$ cat config.mk
export PLATFORM = sky130hd
export DESIGN_NAME = base85_word_codec
export DESIGN_NICKNAME = d
export VERILOG_FILES = /design/src/rtl/b85_pkg.sv /design/src/rtl/b85_front.sv /design/src/rtl/b85_mul_stage.sv /design/src/rtl/b85_rem_stage.sv /design/src/rtl/b85_out_stage.sv /design/src/rtl/base85_word_codec.sv
export SDC_FILE = /design/constraint.sdc
export NUM_CORES = 2
export LEC_CHECK = 0
export ABC_AREA = 1
export BUFFER_PORTS_ARGS = -buffer_cell sky130_fd_sc_hd__buf_2
export CAP_MARGIN = 20
export CORE_ASPECT_RATIO = 1.5
export CORE_MARGIN = 4
export CORE_UTILIZATION = 40
export DETAILED_ROUTE_END_ITERATION = 10
export PLACE_DENSITY = 0.63
export SKIP_LAST_GASP = 1
export SYNTH_ARGS = -nofsm -noshare
export SYNTH_HDL_FRONTEND = slang
export SYNTH_SLANG_ARGS = --single-unit
export TNS_END_PERCENT = 1
$ cat constraint.sdc
create_clock -name clk -period 7 [get_ports clk]
set_clock_uncertainty 0.1 [all_clocks]
set_input_delay 1.4 -clock clk [delete_from_list [all_inputs] [get_ports clk]]
set_output_delay 1.4 -clock clk [all_outputs]
set_load 0.005 [all_outputs]
$ cat src/rtl/b85_pkg.sv
// Shared types, constants and symbol mapping functions for the base-85 word codec.
// Depends on nothing; every other RTL file imports it.
`default_nettype none

package b85_pkg;

  localparam int unsigned NumChars   = 5;
  localparam int unsigned DigitW     = 7;
  localparam int unsigned QuotW      = 26;
  localparam int unsigned RecipShift = 38;

  // ceil(2^38 / 85): (v * Recip85) >> 38 equals v / 85 for every 32-bit v
  localparam logic [31:0] Recip85 = 32'd3233857729;

  localparam logic [DigitW-1:0] BadDigit = 7'd99;

  localparam logic       KindEncode = 1'b0;
  localparam logic       KindDecode = 1'b1;

  localparam logic [7:0] ChFirst  = 8'd33;   // '!'
  localparam logic [7:0] ChLast   = 8'd122;  // 'z'
  localparam logic [7:0] ChDquote = 8'd34;
  localparam logic [7:0] ChAmp    = 8'd38;
  localparam logic [7:0] ChComma  = 8'd44;
  localparam logic [7:0] ChSemi   = 8'd59;
  localparam logic [7:0] ChBslash = 8'd92;

  typedef struct packed {
    logic        kind;
    logic [31:0] word_in;
    logic [39:0] chars_in;
  } b85_in_t;

  typedef struct packed {
    logic [31:0] word_out;
    logic [39:0] chars_out;
    logic        bad_char;
  } b85_out_t;

  // Working state that travels down the pipeline.
  // dig[NumChars-1] is the most significant digit slot.
  typedef struct packed {
    logic                                kind;
    logic                                bad;
    logic [31:0]                         acc;
    logic [QuotW-1:0]                    quot;
    logic [NumChars-1:0][DigitW-1:0]     dig;
  } b85_st_t;

  function automatic logic b85_is_bad(input logic [7:0] c);
    return (c < ChFirst) || (c > ChLast) || (c == ChDquote) || (c == ChAmp) ||
           (c == ChComma) || (c == ChSemi) || (c == ChBslash);
  endfunction

  function automatic logic [DigitW-1:0] b85_digit_of(input logic [7:0] c);
    logic [7:0] d;
    d = c - ChFirst;
    if (c > ChDquote) d = d - 8'd1;
    if (c > ChAmp)    d = d - 8'd1;
    if (c > ChComma)  d = d - 8'd1;
    if (c > ChSemi)   d = d - 8'd1;
    if (c > ChBslash) d = d - 8'd1;
    if (b85_is_bad(c)) d = {1'b0, BadDigit};
    return d[DigitW-1:0];
  endfunction

  function automatic logic [7:0] b85_symbol_of(input logic [DigitW-1:0] d);
    logic [7:0] c;
    c = {1'b0, d} + ChFirst;
    if (c >= ChDquote) c = c + 8'd1;
    if (c >= ChAmp)    c = c + 8'd1;
    if (c >= ChComma)  c = c + 8'd1;
    if (c >= ChSemi)   c = c + 8'd1;
    if (c >= ChBslash) c = c + 8'd1;
    return c;
  endfunction

endpackage

`default_nettype wire

$ cat src/rtl/b85_front.sv
// Entry stage: starts the first divide by 85 for encode, maps the five characters for decode.
// Depends on b85_pkg.
`default_nettype none

module b85_front
  import b85_pkg::*;
(
  input  wire logic    clk,
  input  wire logic    rst_n,
  input  wire logic    up_valid,
  output logic         up_ready,
  input  wire b85_in_t up_data,
  output logic         dn_valid,
  input  wire logic    dn_ready,
  output b85_st_t      dn_data
);

  logic    valid_r, valid_nxt;
  b85_st_t st_r, st_nxt;
  logic    load;
  logic [63:0] prod;
  logic [NumChars-1:0][DigitW-1:0] dmap;
  logic [NumChars-1:0]             bmap;

  assign up_ready = !valid_r || dn_ready;
  assign load     = up_valid && up_ready;
  assign prod     = {32'd0, up_data.word_in} * {32'd0, Recip85};

  always_comb begin
    for (int k = 0; k < NumChars; k++) begin
      dmap[k] = b85_digit_of(up_data.chars_in[8*k +: 8]);
      bmap[k] = b85_is_bad(up_data.chars_in[8*k +: 8]);
    end
  end

  always_comb begin
    st_nxt      = st_r;
    valid_nxt   = valid_r;
    if (load) begin
      valid_nxt    = 1'b1;
      st_nxt.kind  = up_data.kind;
      if (up_data.kind == KindEncode) begin
        st_nxt.bad  = 1'b0;
        st_nxt.acc  = up_data.word_in;
        st_nxt.quot = prod[RecipShift +: QuotW];
        st_nxt.dig  = '0;
      end else begin
        // first character already folded into the accumulator
        st_nxt.bad  = |bmap;
        st_nxt.acc  = {{(32-DigitW){1'b0}}, dmap[NumChars-1]};
        st_nxt.quot = '0;
        st_nxt.dig  = {dmap[NumChars-2:0], {DigitW{1'b0}}};
      end
    end else if (dn_ready) begin
      valid_nxt = 1'b0;
    end
  end

  always_ff @(posedge clk) begin
    if (!rst_n) begin
      valid_r <= 1'b0;
    end else begin
      valid_r <= valid_nxt;
    end
    st_r <= st_nxt;
  end

  assign dn_valid = valid_r;
  assign dn_data  = st_r;

endmodule

`default_nettype wire

$ cat src/rtl/b85_mul_stage.sv
// Reciprocal multiply stage: forms the next quotient by 85 for encode, holds decode state.
// Depends on b85_pkg.
`default_nettype none

module b85_mul_stage
  import b85_pkg::*;
(
  input  wire logic    clk,
  input  wire logic    rst_n,
  input  wire logic    up_valid,
  output logic         up_ready,
  input  wire b85_st_t up_data,
  output logic         dn_valid,
  input  wire logic    dn_ready,
  output b85_st_t      dn_data
);

  logic    valid_r, valid_nxt;
  b85_st_t st_r, st_nxt;
  logic    load;
  logic [63:0] prod;

  assign up_ready = !valid_r || dn_ready;
  assign load     = up_valid && up_ready;
  assign prod     = {32'd0, up_data.acc} * {32'd0, Recip85};

  always_comb begin
    st_nxt    = st_r;
    valid_nxt = valid_r;
    if (load) begin
      valid_nxt = 1'b1;
      st_nxt    = up_data;
      if (up_data.kind == KindEncode) begin
        st_nxt.quot = prod[RecipShift +: QuotW];
      end
    end else if (dn_ready) begin
      valid_nxt = 1'b0;
    end
  end

  always_ff @(posedge clk) begin
    if (!rst_n) begin
      valid_r <= 1'b0;
    end else begin
      valid_r <= valid_nxt;
    end
    st_r <= st_nxt;
  end

  assign dn_valid = valid_r;
  assign dn_data  = st_r;

endmodule

`default_nettype wire

$ cat src/rtl/b85_rem_stage.sv
// Remainder stage: peels one encode digit off the quotient, or does one decode v*85+digit step.
// Depends on b85_pkg.
`default_nettype none

module b85_rem_stage
  import b85_pkg::*;
(
  input  wire logic    clk,
  input  wire logic    rst_n,
  input  wire logic    up_valid,
  output logic         up_ready,
  input  wire b85_st_t up_data,
  output logic         dn_valid,
  input  wire logic    dn_ready,
  output b85_st_t      dn_data
);

  logic        valid_r, valid_nxt;
  b85_st_t     st_r, st_nxt;
  logic        load;
  logic [31:0] q_ext;
  logic [31:0] q_x85;
  logic [31:0] rem;
  logic [31:0] acc_x85;

  assign up_ready = !valid_r || dn_ready;
  assign load     = up_valid && up_ready;

  assign q_ext   = {{(32-QuotW){1'b0}}, up_data.quot};
  assign q_x85   = (q_ext << 6) + (q_ext << 4) + (q_ext << 2) + q_ext;
  assign rem     = up_data.acc - q_x85;
  assign acc_x85 = (up_data.acc << 6) + (up_data.acc << 4) + (up_data.acc << 2) + up_data.acc;

  always_comb begin
    st_nxt    = st_r;
    valid_nxt = valid_r;
    if (load) begin
      valid_nxt = 1'b1;
      st_nxt    = up_data;
      if (up_data.kind == KindEncode) begin
        // new digit enters at the top; earlier (lower) digits slide down
        st_nxt.acc = q_ext;
        st_nxt.dig = {rem[DigitW-1:0], up_data.dig[NumChars-1:1]};
      end else begin
        st_nxt.acc = acc_x85 + {{(32-DigitW){1'b0}}, up_data.dig[NumChars-1]};
        st_nxt.dig = {up_data.dig[NumChars-2:0], {DigitW{1'b0}}};
      end
    end else if (dn_ready) begin
      valid_nxt = 1'b0;
    end
  end

  always_ff @(posedge clk) begin
    if (!rst_n) begin
      valid_r <= 1'b0;
    end else begin
      valid_r <= valid_nxt;
    end
    st_r <= st_nxt;
  end

  assign dn_valid = valid_r;
  assign dn_data  = st_r;

endmodule

`default_nettype wire

$ cat src/rtl/b85_out_stage.sv
// Output register: maps encode digits to symbols and formats the result transaction.
// Depends on b85_pkg.
`default_nettype none

module b85_out_stage
  import b85_pkg::*;
(
  input  wire logic    clk,
  input  wire logic    rst_n,
  input  wire logic    up_valid,
  output logic         up_ready,
  input  wire b85_st_t up_data,
  output logic         dn_valid,
  input  wire logic    dn_ready,
  output b85_out_t     dn_data
);

  logic     valid_r, valid_nxt;
  b85_out_t res_r, res_nxt;
  logic     load;
  logic [39:0] chars;

  assign up_ready = !valid_r || dn_ready;
  assign load     = up_valid && up_ready;

  // leading digit is the final quotient (at most 82), the rest sit in dig[4:1]
  assign chars = {b85_symbol_of(up_data.acc[DigitW-1:0]),
                  b85_symbol_of(up_data.dig[4]),
                  b85_symbol_of(up_data.dig[3]),
                  b85_symbol_of(up_data.dig[2]),
                  b85_symbol_of(up_data.dig[1])};

  always_comb begin
    res_nxt   = res_r;
    valid_nxt = valid_r;
    if (load) begin
      valid_nxt = 1'b1;
      if (up_data.kind == KindEncode) begin
        res_nxt.word_out  = '0;
        res_nxt.chars_out = chars;
        res_nxt.bad_char  = 1'b0;
      end else begin
        res_nxt.word_out  = up_data.acc;
        res_nxt.chars_out = '0;
        res_nxt.bad_char  = up_data.bad;
      end
    end else if (dn_ready) begin
      valid_nxt = 1'b0;
    end
  end

  always_ff @(posedge clk) begin
    if (!rst_n) begin
      valid_r <= 1'b0;
    end else begin
      valid_r <= valid_nxt;
    end
    res_r <= res_nxt;
  end

  assign dn_valid = valid_r;
  assign dn_data  = res_r;

endmodule

`default_nettype wire

$ cat src/rtl/base85_word_codec.sv
// Top level of the base-85 word codec: chains the entry, divide and output stages.
// Depends on b85_pkg, b85_front, b85_mul_stage, b85_rem_stage and b85_out_stage.
//
// Usage:
//   Input channel in_valid/in_ready/in_data carries one transaction per word:
//   kind selects encode (word_in -> five characters) or decode (chars_in ->
//   word plus bad_char flag). Output channel out_valid/out_ready/out_data
//   returns exactly one result transaction per input, in order.
//   Pipeline: an accepted input transaction passes through nine register stages
//   (entry, four remainder stages, three reciprocal multiply stages, output
//   register) before out_valid rises for its result. Each divide by 85 is one
//   32x32 multiply by a fixed reciprocal followed by a shift-add remainder in
//   the next stage.
//   Throughput: one transaction per cycle, sustained, when out_ready is high.
//   Stall: when out_ready drops, results hold in the output register and the
//   stages behind it fill; in_ready drops only once every stage is occupied.
//   Nothing is lost or repeated. Empty stages still advance during a stall.
//   Reset: rst_n (synchronous, active low) clears every stage's valid bit;
//   no transaction is in flight afterwards. There is no configuration.
`default_nettype none

module base85_word_codec
  import b85_pkg::*;
(
  input  wire logic     clk,
  input  wire logic     rst_n,
  input  wire logic     in_valid,
  output logic          in_ready,
  input  wire b85_in_t  in_data,
  output logic          out_valid,
  input  wire logic     out_ready,
  output b85_out_t      out_data
);

  localparam int unsigned NumMid = 7;

  // index 0 is the entry stage; 1..7 alternate remainder / multiply
  logic            st_valid [0:NumMid];
  logic            st_ready [0:NumMid];
  b85_st_t         st_data  [0:NumMid];

  b85_front u_front (
    .clk      (clk),
    .rst_n    (rst_n),
    .up_valid (in_valid),
    .up_ready (in_ready),
    .up_data  (in_data),
    .dn_valid (st_valid[0]),
    .dn_ready (st_ready[0]),
    .dn_data  (st_data[0])
  );

  for (genvar i = 1; i <= NumMid; i++) begin : g_mid
    if ((i % 2) == 1) begin : g_rem
      // take one digit off (encode) or fold one digit in (decode)
      b85_rem_stage u_rem (
        .clk      (clk),
        .rst_n    (rst_n),
        .up_valid (st_valid[i-1]),
        .up_ready (st_ready[i-1]),
        .up_data  (st_data[i-1]),
        .dn_valid (st_valid[i]),
        .dn_ready (st_ready[i]),
        .dn_data  (st_data[i])
      );
    end else begin : g_mul
      // start the next divide by 85
      b85_mul_stage u_mul (
        .clk      (clk),
        .rst_n    (rst_n),
        .up_valid (st_valid[i-1]),
        .up_ready (st_ready[i-1]),
        .up_data  (st_data[i-1]),
        .dn_valid (st_valid[i]),
        .dn_ready (st_ready[i]),
        .dn_data  (st_data[i])
      );
    end
  end

  b85_out_stage u_out (
    .clk      (clk),
    .rst_n    (rst_n),
    .up_valid (st_valid[NumMid]),
    .up_ready (st_ready[NumMid]),
    .up_data  (st_data[NumMid]),
    .dn_valid (out_valid),
    .dn_ready (out_ready),
    .dn_data  (out_data)
  );

endmodule

`default_nettype wire
==> metrics.txt <==
critical path class=flop to flop; Worst-path clk slew=70 ps; number of global-route vias before repair=77408; Slew @ Worst Pin=1010 ps; Fmax achieved=0.146 GHz; gpl congestion=0.999; Mapped Cells=10206; #FFs+latches synth=802; gr busiest metal=met2; GRT Residual Overflow=0; Die H=603 um; fin util=46.6%; die area=244000 sq um; TritonRoute pass-1 iters=7; routed vias=72015; relative slew slack=32.8%; CTS root buf=clkbuf_16; Yosys cell types=72; clock tree buffer depth=3; CTS tree=built; largest fanout on the critical path=4; Worst EP required=7350 ps; Total GRT Usage=22.5%; crit path DAT=7220 ps; width of the die=405 um; DRT Wirelength=275000 um; final net count=13888; Starting Density=40.2%; buffers added on ports=151; Final Max Tran Viols=0; Finish-stage setup viols=0; Placeable Area=235000 sq um; most common cell after layout, fill and taps aside=inv_1; DR WL/cell=19.1 um; DRC viols=0; IO Pins=152; most frequent cells in the layout=2205 x inv_1, 1594 x ha_1, 1473 x nand2_1; Synth area leader=edfxtp_1; max-cap viol count=0; Clock Latency Late Sink=720 ps; fin crit share=98.2%; Routed Antenna Nets=0; drt initial violations=3302; row cnt=218; dpl hpwl=243000 um; Yosys top cell area share=25.2%; CP endpoint kind=flop; Synth Net Count=12859; Synth warnings=0; Num CTS Buffers=84; Hold WC Path Type=flop to flop; status=finished clean; routing usage on met3=1.71%; post-route setup TNS=0 ps; Hold Slack=289 ps; met2 Use GR=45.1%; clk sinks=802; H-tree Lvls=3; EDFF count, synth=793; largest net degree at the start of global routing=71; dominant cells by area after synthesis=edfxtp_1 25%, ha_1 22%, fa_1 19%; Cell Area, Synth=94400 sq um; synth-to-layout area growth=16.1%; Final min period=6870 ps; Global Route met1 Usage=21.0%; first-pass GRT wire length=424000 um; hold_buf cts=0; share of synthesized flip-flops with an asynchronous set or reset=0%; unrepaired setup endpoints after global routing=yes; Final Hold Fails=0; Primary FF master, synth=edfxtp_1; initial antenna violation count=3; Avg Cell Area, Syn=9.25 sq um; layout cells sized above 1=14.2%; share of the yosys chip area belonging to registers=25.4%; vias per cell=5.01; Worst setup SP type=flop
[stage by stage]
step / cells / area (sq um) / setup WS, ps
after global routing: 14382 / 110000 / -198
after detailed placement: 14170 / 105000 / -810
after floorplan: 10206 / 94400 / 66.0
after CTS: 14338 / 108000 / -80.3
final: 14386 / 110000 / 128
after global placement: 14170 / 105000 / -836
[cells in the mapped netlist, types with 60 or more instances]
master	count
a21oi_1	545
a31oi_1	84
clkbuf_1	76
edfxtp_1	793
fa_1	916
ha_1	1660
inv_1	2211
nand2_1	1488
nand2_2	60
nand3_1	347
nand4_1	94
nor2_1	628
nor3_1	77
o21ai_0	468
or2_2	64
xnor2_1	167
xor2_1	153
[registers in the layout, indices dropped and copies added, names as in the netlist]
signal                      flops
g_mid.g_mul.u_mul.dn_valid      3
u_front.dn_data                88
u_out.dn_valid                  1
g_mid.g_rem.u_rem.dn_data     347
u_front.dn_valid                1
g_mid.g_mul.u_mul.dn_data     285
u_out.dn_data                  73
g_mid.g_rem.u_rem.dn_valid      4
[critical path: stages (launching register included)]
cell       delay [ps]
edfxtp_1          380
buf_4             190
ha_4              250
ha_1              330
inv_1              70
fa_1              500
inv_1              50
fa_1              530
fa_1              460
fa_1              530
fa_1              490
ha_1              310
ha_1              330
nand2_1           130
nor2_2            150
nand2_1            70
nor2_2            180
buf_4             160
nand3_2           110
o2111ai_1         130
buf_4             190
a21oi_1           120
or4_4             450
nand3_1            90
a31oi_1            80
buf_4             210
[what timing repair did]
item	CTS	global route
pin swaps	1	63
buffers inserted	15	44
gates resized for setup	21	198
hold endpoints to repair	0	0
cloned	0	0
endpoints found under the setup margin	33	73
[worst paths after layout]
| path | cells past startpoint | from | slack, ps | end |
|---|---|---|---|---|
| worst max-delay path | 25 | g_mid[5].g_rem.u_rem.dn_data[65]$_DFFE_PP_ | 130 | g_mid[6].g_mul.u_mul.dn_data[57]$_DFFE_PP_ |
| worst min-delay path | 0 | g_mid[5].g_rem.u_rem.dn_data[10]$_DFFE_PP_ | 290 | g_mid[6].g_mul.u_mul.dn_data[10]$_DFFE_PP_ |
| worst max register to register | 25 | g_mid[5].g_rem.u_rem.dn_data[65]$_DFFE_PP_ | 130 | g_mid[6].g_mul.u_mul.dn_data[57]$_DFFE_PP_ |
| worst min register to register | 0 | g_mid[5].g_rem.u_rem.dn_data[10]$_DFFE_PP_ | 290 | g_mid[6].g_mul.u_mul.dn_data[10]$_DFFE_PP_ |
[layer usage]
layer	wire, um	part of all wire (%)	vias up
met3	5930	2.2	729
met5	0	0	-
met4	24700	9.0	0
met2	153000	56	1391
met1	91500	33	34654
li1	-	-	35241
[cell families after synthesis]
logic type	Yosys count	share of synthesized area, %
buffers and inverters	2324	9.27
xor gates and xnor gates	334	3.22
AOI/OAI and AO/OA	1312	7.68
adders and majority gates	2576	41.4
DFF	802	25.4
and+or+nand+nor	2858	13.0
[area by class of cell]
type | count | area [sq um]
Antenna cell | 4 | 10.0
Clock buffer | 96 | 2190
Clock inverter | 57 | 671
Fill cell | 22385 | 126000
Inverter | 2237 | 8400
Multi-Input combinational cell | 7080 | 63000
Sequential cell | 802 | 24000
Tap cell | 3080 | 3850
Timing Repair Buffer | 1030 | 7470
Power is left out: the tool's default activity adds up to more than one toggle a clock period on the data nets, which glitch-free logic cannot reach.
